$ cat config.mk
export PLATFORM = sky130hd
export DESIGN_NAME = mptm_mac_ram
export DESIGN_NICKNAME = d
export VERILOG_FILES = /design/src/mptm_mac_ram.sv
export SDC_FILE = /design/constraint.sdc
export NUM_CORES = 1
export LEC_CHECK = 0
export ABC_CLOCK_PERIOD_IN_PS = 4800
export BUFFER_PORTS_ARGS = -buffer_cell sky130_fd_sc_hd__buf_2
export CORE_UTILIZATION = 55
export CTS_BUF_LIST = sky130_fd_sc_hd__clkbuf_4
export DETAILED_ROUTE_END_ITERATION = 8
export GPL_TIMING_DRIVEN = 0
export PLACE_DENSITY_LB_ADDON = 0.2
export SYNTH_ARGS = -nofsm -noshare
export SYNTH_HDL_FRONTEND = slang
export SYNTH_SLANG_ARGS = --single-unit
export TNS_END_PERCENT = 50
$ cat constraint.sdc
create_clock -name clk -period 4.8 [get_ports clk]
set_input_delay 0.96 -clock clk [delete_from_list [all_inputs] [get_ports clk]]
set_output_delay 0.96 -clock clk [all_outputs]
set_load 0.05 [all_outputs]
$ cat src/mptm_mac_ram.sv
// Key memory for MAC addresses.
module mptm_mac_ram #(
    parameter int DEPTH = 8,
    parameter int AW = 3
) (
    input  logic           clk,
    input  logic [AW-1:0]  raddr,
    output logic [47:0]    rdata,
    input  logic           we,
    input  logic [AW-1:0]  waddr,
    input  logic [47:0]    wdata
);

    logic [47:0] mem [DEPTH];

    // One write port, one registered read port.
    always_ff @(posedge clk)
    begin
        if (we)
            mem[waddr] <= wdata;
        rdata <= mem[raddr];
    end

endmodule

==> results.ini <==
[synthesis]
netlist.top_cell.by_area = edfxtp_1
ys_warn_count = 0
yosys_most_used_dff = edfxtp_1
postSynthCellCount = 616
synth_seq_cells = 432
ys_seq_area_share_pct = 80.0
yosys.cell_count.top_type = edfxtp_1
synth-edff-count = 384
avgSynthCellArea_um2 = 25.4
async_flop_share_pct = 0
syn_nets = 672
syn-cell-area_mm2 = 0.0156
synth_common_cells = 384 x edfxtp_1, 93 x mux4_2, 48 x dfxtp_1
yosys.area.top_type_share_pct = 73.8
synthTopCellsByArea = edfxtp_1 74%, mux4_2 13%, dfxtp_1 6.2%
synth_cell_types = 14

[run]
maxCapViolCount = 0

[critical_path]
arrival_ns = 1.37
max_stage_delay_ns = 0.38
required_ns = 3.84
cp-start-kind = flip-flop
cp_num_buf_inv = 1
cp_cell_sequence = buf_2
critical_path_class = reg2out
r2r-start = mem[1][45]
cp_slowest_cell = dfxtp_1
crit_start = rdata[3]
path_max_fanout = 1
critPathTopFamily = flip-flops
end_kind = output pin

[drt]
wl_per_cell_um = 22.7
wl_mm = 29.7
drtPass1Iterations = 6
wl_met3_mm = 1.72
viasPerCell = 5.44
first_iter_violations = 485
met1_length_mm = 12.6
highest_layer = met5
route.met2.wl_mm = 14.9
drc = 0
vias = 7138
drtAntennaViolNets = 0

[die]
io_pins = 104
die_h_um = 171
rows = 61
fp.dieW_um = 171
die-area_mm2 = 0.0291
start_util_pct = 56.1
core_mm2 = 0.0279

[sta]
max_slew.worst_pin.slew_ns = 1.06
report.final.setup_viol = 0
hold_viol = 0
holdWs_ns = 0.509
fin_crit_sh_pct = 48.5
fin_crit_ns = 2.33
rsz0062_at_grt = false
skew_ns = 0.0452
final.setup.tns_ns = 0
drv_slew = 0
fmaxAchievable_ghz = 0.429
maxSlewHeadroom_pct = 29.1

[global_routing]
grt_pass1_wl_mm = 44.2
antenna_found_initial = 3
grt_pass1_vias = 7599
grt_max_degree = 24
grtUsageTotal_pct = 21.5
overflow = 0

[place]
dpl_cell_area_mm2 = 0.0171
io_buffers = 100
post-dp-hpwl_mm = 17.9
place_congestion = 0.683

[layout]
layout-drive-gt1-share_pct = 49.1
area_growth_pct = 18.5
design_area_mm2 = 0.0185
nFillCells = 1827
num-nets-final = 899

[cts]
clk_transition_reported_paths_ns = 0.07
post_cts_resized = 0
clock-sinks = 432
htree_levels = 3
postCtsHoldBufs = 0
cts_tree = yes
insertion_delay_ns = 0.71
cts_inserted_buffers = 103
clockRootBuffer = clkbuf_4
post_cts_buffers = 0
cts_buffer_depth = 3

[status]
status = completed

[power]
leakagePower_nw = 6.43
irDropWorstVdd_v = 0.000232
finalPower_mw = 7.92
power_density_mw_per_mm2 = 428

[worst_hold_path]
hold_path.class = in2reg
hold_start = wdata[24]

[state kept, by name (all words and copies together), names as in the netlist]
register,cells
mem,384
rdata,48
[routing by layer]
| layer | track usage [%] | vias to the layer above |
|---|---|---|
| met5 | 0 | - |
| li1 | - | 3153 |
| met2 | 34.8 | 247 |
| met4 | 8.19 | 2 |
| met1 | 28.8 | 3697 |
| met3 | 4.83 | 39 |
[power by group]
group | internal, mW | switching, mW
clock | 1.66 | 1.37
combinational | 0.236 | 0.364
sequential | 4.24 | 0.0406
total | 6.15 | 1.77
[stage by stage]
stage,cells,utilization (%),setup WS (ns)
final,1311,66.5,2.47
after global routing,1310,66.4,2.39
after CTS,1308,66.4,2.41
after detailed placement,1116,61.4,1.95
after global placement,1094,59.6,-3.87
after floorplan,616,-,-0.0455
[placed cells by master (no fill, tap or decap)]
cell type / n
edfxtp_1: 384
clkbuf_4: 157
buf_2: 112
mux4_2: 93
dfxtp_1: 48
mux2_4: 40
clkinv_1: 24
buf_12: 13
clkbuf_1: 9
mux2_2: 8
buf_16: 7
buf_6: 6
nor2_4: 6
clkinv_2: 4
diode_2: 3
mux4_1: 3
nand2b_1: 3
bufinv_16: 3
nand2_1: 2
clkinvlp_4: 2
inv_6: 2
buf_8: 2
nor3_4: 1
nor3_2: 1
[logic make-up (layout without fill, tap and decap cells)]
family,after synthesis,in the layout,share of synthesized area [%]
other,0,3,0
AND/OR/NAND/NOR,13,13,0.377
multiplexers,144,144,18.3
flip-flops,432,432,80.0
buffers and inverters,27,341,1.31
[cell type report]
| type | count | area, µm² | share of cell area [%] |
|---|---|---|---|
| diodes | 3 | 7.51 | 0.0406 |
| plain buffers | 27 | 205 | 1.11 |
| flip-flops and latches | 432 | 12500 | 67.5 |
| well taps | 378 | 473 | 2.55 |
| clock buffers | 157 | 1180 | 6.37 |
| clock inverters | 35 | 233 | 1.26 |
| repair buffers | 122 | 940 | 5.08 |
| multi-input cells | 157 | 2980 | 16.1 |
[path summary, 6_finish.rpt]
path                                    to  slack, ns  cells past startpoint
worst min-delay path            mem[3][24]       0.51                      1
worst min register to register   rdata[20]       0.65                      2
worst max register to register   rdata[45]       3.51                      2
worst max-delay path              rdata[3]       2.47                      1
Note: power is estimated with default switching activity, not from simulation.
