File: src/mptm_ctr_ram.sv
// Counter memory: three 64-bit counters per entry, one read-modify-write unit.
module mptm_ctr_ram #(
    parameter int DEPTH = 8,
    parameter int AW = 3
) (
    input  logic           clk,
    input  logic [AW-1:0]  raddr,
    output logic [191:0]   rdata,
    input  logic           we,
    input  logic [AW-1:0]  waddr,
    input  logic [191:0]   wdata
);

    logic [191:0] mem [DEPTH];

    // One write port, one registered read port.
    always_ff @(posedge clk)
    begin
        if (we)
            mem[waddr] <= wdata;
        rdata <= mem[raddr];
    end

endmodule

File: config.mk
export PLATFORM = sky130hd
export DESIGN_NAME = mptm_ctr_ram
export DESIGN_NICKNAME = d
export VERILOG_FILES = /design/src/mptm_ctr_ram.sv
export SDC_FILE = /design/constraint.sdc
export NUM_CORES = 1
export LEC_CHECK = 0
export ABC_CLOCK_PERIOD_IN_PS = 51800
export BUFFER_PORTS_ARGS = -buffer_cell sky130_fd_sc_hd__buf_4
export CORE_MARGIN = 8
export CORE_UTILIZATION = 55
export CTS_CLUSTER_DIAMETER = 100
export DETAILED_ROUTE_END_ITERATION = 12
export HOLD_SLACK_MARGIN = 0.06
export PLACE_DENSITY = 0.82
export SLEW_MARGIN = 20
export SYNTH_ARGS = -nofsm -noshare
export SYNTH_HDL_FRONTEND = slang
export SYNTH_SLANG_ARGS = --single-unit
File: constraint.sdc
create_clock -name clk -period 51.8 [get_ports clk]
set_input_delay 10.36 -clock clk [delete_from_list [all_inputs] [get_ports clk]]
set_output_delay 10.36 -clock clk [all_outputs]
set_load 0.01 [all_outputs]
==> results.ini <==
[status]
outcome=finished, final reports clean

[yosys]
syn_area_sq_um=62500
synth_top_family_by_area=multiplexers
synthAdderAreaFrac_pct=0
synth.net_count=2624
synth_compound_area_share_pct=0
yosys.area.top_type_share_pct=73.8
synth-seq-cells=1728
synth_mux_area_share_pct=18.8
synth_area_leaders=edfxtp_1 74%, mux4_1 10%, dfxtp_1 6.2%
synth-xor-area-share_pct=0
yosysWarnings=0
synth-simple-area-share_pct=0.0941
yosysSeqAreaShare_pct=80.0
yosysUniqueCellTypes=14
syn_inst=2424
syn_area_per_cell_sq_um=25.8
yosysTopAreaCell=edfxtp_1

[critical_path]
worstPathCellList=buf_8 -> buf_12 -> buf_12 -> mux4_1 -> mux2_2
crit_type=input pin to flip-flop
worst-endpoint-arrival_ns=13.91
worstSetupEndpointType=flip-flop
max_stage_delay_ns=0.73
reg2reg_depth=2
crit_required_ns=52.44
path_common_cell=buf_12
critPathLaunchType=input pin
crit_path_max_fanout=138
slowest_stage=buf_12

[clocking]
path_clk_slew_ns=0.06
cts.repair.resized=0
clock_path_buffers=3
cts_made_buffers=167
cts_max_level=4
cts.sinks=1728
postCtsHoldBufs=0
post_cts_buffers=0
clock_latency_ns=0.78
cts_tree=yes
ctsRootBufferMaster=clkbuf_16

[grt]
grt_pass1_vias=28700
grt_usage_pct=20.3
grt_pass1_wl_microns=189000
globalRouteOverflowTotal=0
grt_max_degree=179
antenna_found_initial=30

[sta]
clock.fmax_ghz=0.0754
finalHoldViolCount=0
slew_viol_final=0
fin_crit_ns=13.27
final-setup-viol-count=0
slew_headroom_pct=26.0
fin_skew_ns=0.0363
tightest_slew_ns=1.11
rsz0062_at_grt=no
finalCritPeriodShare_pct=25.6
fin_setup_tns_ns=0

[routing]
final_antenna_net_count=0
routedWlPerCell_microns=28.0
drtPass1Iterations=5
via_count=26900
wirelength_microns=128000
routed_via_density=5.87
drt_iter0_markers=2180
drc=0

[placed_design]
place.gp.congestion=0.740
dp_cells=4246
dp_hpwl_microns=69500
port_buffers=391

[hold_path]
hp-class=flip-flop to flip-flop
whs_path_depth=2

[flow_run]
maxCapViolCount=0

[die]
die_area_sq_um=125000
ios=392
fp.coreArea_sq_um=113000
rows=123
fp.dieH_microns=353
start_util_pct=55.5
dieWidth_microns=353

[power_and_ir_drop]
powerDensity_nw_per_um2=40.8
ir_drop_mv=0.0429
p_leak_uw=0.0246

[final_layout]
drive_gt1_share_pct=33.4
fill_cells=6969
nets=3116
fin_cells=4584
area_delta_synth_final_pct=16.2

## per-stage QoR
step	util [%]	total power, uW	worst slack (ns)	hold WS [ns]	area, sq um
floorplan	-	1710	27.25	0.641	62500
global placement	59.4	1770	37.94	0.645	67000
detailed placement	59.5	1790	37.86	0.657	67000
CTS	64.4	2990	38.66	0.656	72500
global route	64.4	3050	38.41	0.684	72600
finish	64.5	2960	38.53	0.646	72600
## cells in the mapped netlist
master and number:
nand2b_1 3, nor3_1 2, mux2_2 192, clkbuf_1 36, buf_1 24, buf_8 4
dfxtp_1 192, edfxtp_1 1536, nor2_1 6, nand2_1 2, mux4_1 243, buf_6 37
mux4_2 141, buf_2 6
## layout by cell type, fill, tap and decap left out
| master | synthesis | routed |
|---|---|---|
| buf_12 | 0 | 4 |
| buf_16 | 0 | 3 |
| buf_4 | 0 | 420 |
| buf_8 | 4 | 3 |
| bufinv_16 | 0 | 11 |
| clkbuf_1 | 36 | 43 |
| clkbuf_16 | 0 | 171 |
| clkbuf_8 | 0 | 19 |
| clkinv_1 | 0 | 20 |
| clkinv_16 | 0 | 1 |
| clkinv_2 | 0 | 27 |
| clkinv_4 | 0 | 2 |
| clkinv_8 | 0 | 1 |
| clkinvlp_4 | 0 | 8 |
| dfxtp_1 | 192 | 192 |
| diode_2 | 0 | 24 |
| edfxtp_1 | 1536 | 1536 |
| inv_16 | 0 | 6 |
| inv_6 | 0 | 4 |
| mux2_2 | 192 | 192 |
| mux4_1 | 243 | 243 |
| mux4_2 | 141 | 141 |
| nand2_1 | 2 | 2 |
| nand2b_1 | 3 | 3 |
| nor2_4 | 0 | 6 |
| nor3_2 | 0 | 2 |
## state kept, by name (all words and copies together), names as in the netlist
name   count
rdata    192
mem     1536
## area by class of cell
type	instances	area [sq um]	area share, %
Clock buffer	233	4700	6.47
Sequential cell	1728	50000	68.8
Clock inverter	80	820	1.13
Timing Repair Buffer	430	3360	4.63
Multi-Input combinational cell	589	11800	16.3
Antenna cell	24	60.1	0.0827
Tap cell	1500	1880	2.58
## worst max-delay path: cells and delay by family
kind	cells	cell delay, ns
buf+inv	3	2.00
mux	2	0.95
## worst paths after layout
path,start,to,slack [ns]
hold / removal,mem[0][133],rdata[133],0.65
hold reg to reg,mem[0][133],rdata[133],0.65
setup / recovery,raddr[0],rdata[165],38.53
setup reg to reg,mem[2][94],rdata[94],50.40
## cells by family after synthesis
family / Yosys count
buffers and inverters: 107
flip-flops: 1728
multiplexers: 576
AND/OR/NAND/NOR: 13
## report_power, final
group / internal [uW] / switching (uW) / total, uW
logic: 79.8 / 78.3 / 158
registers: 1570 / 21.0 / 1600
clock network: 695 / 511 / 1210
## per-layer routing
layer  share of wire, %  global-route usage, %  up-vias
li1                   -                      -    11500
met1                 38                   25.0    14200
met2                 51                   34.7      972
met3                8.0                   5.95      220
met4                2.9                   6.87       16
met5              0.084                      0        -
(Power assumes the default switching activity.)
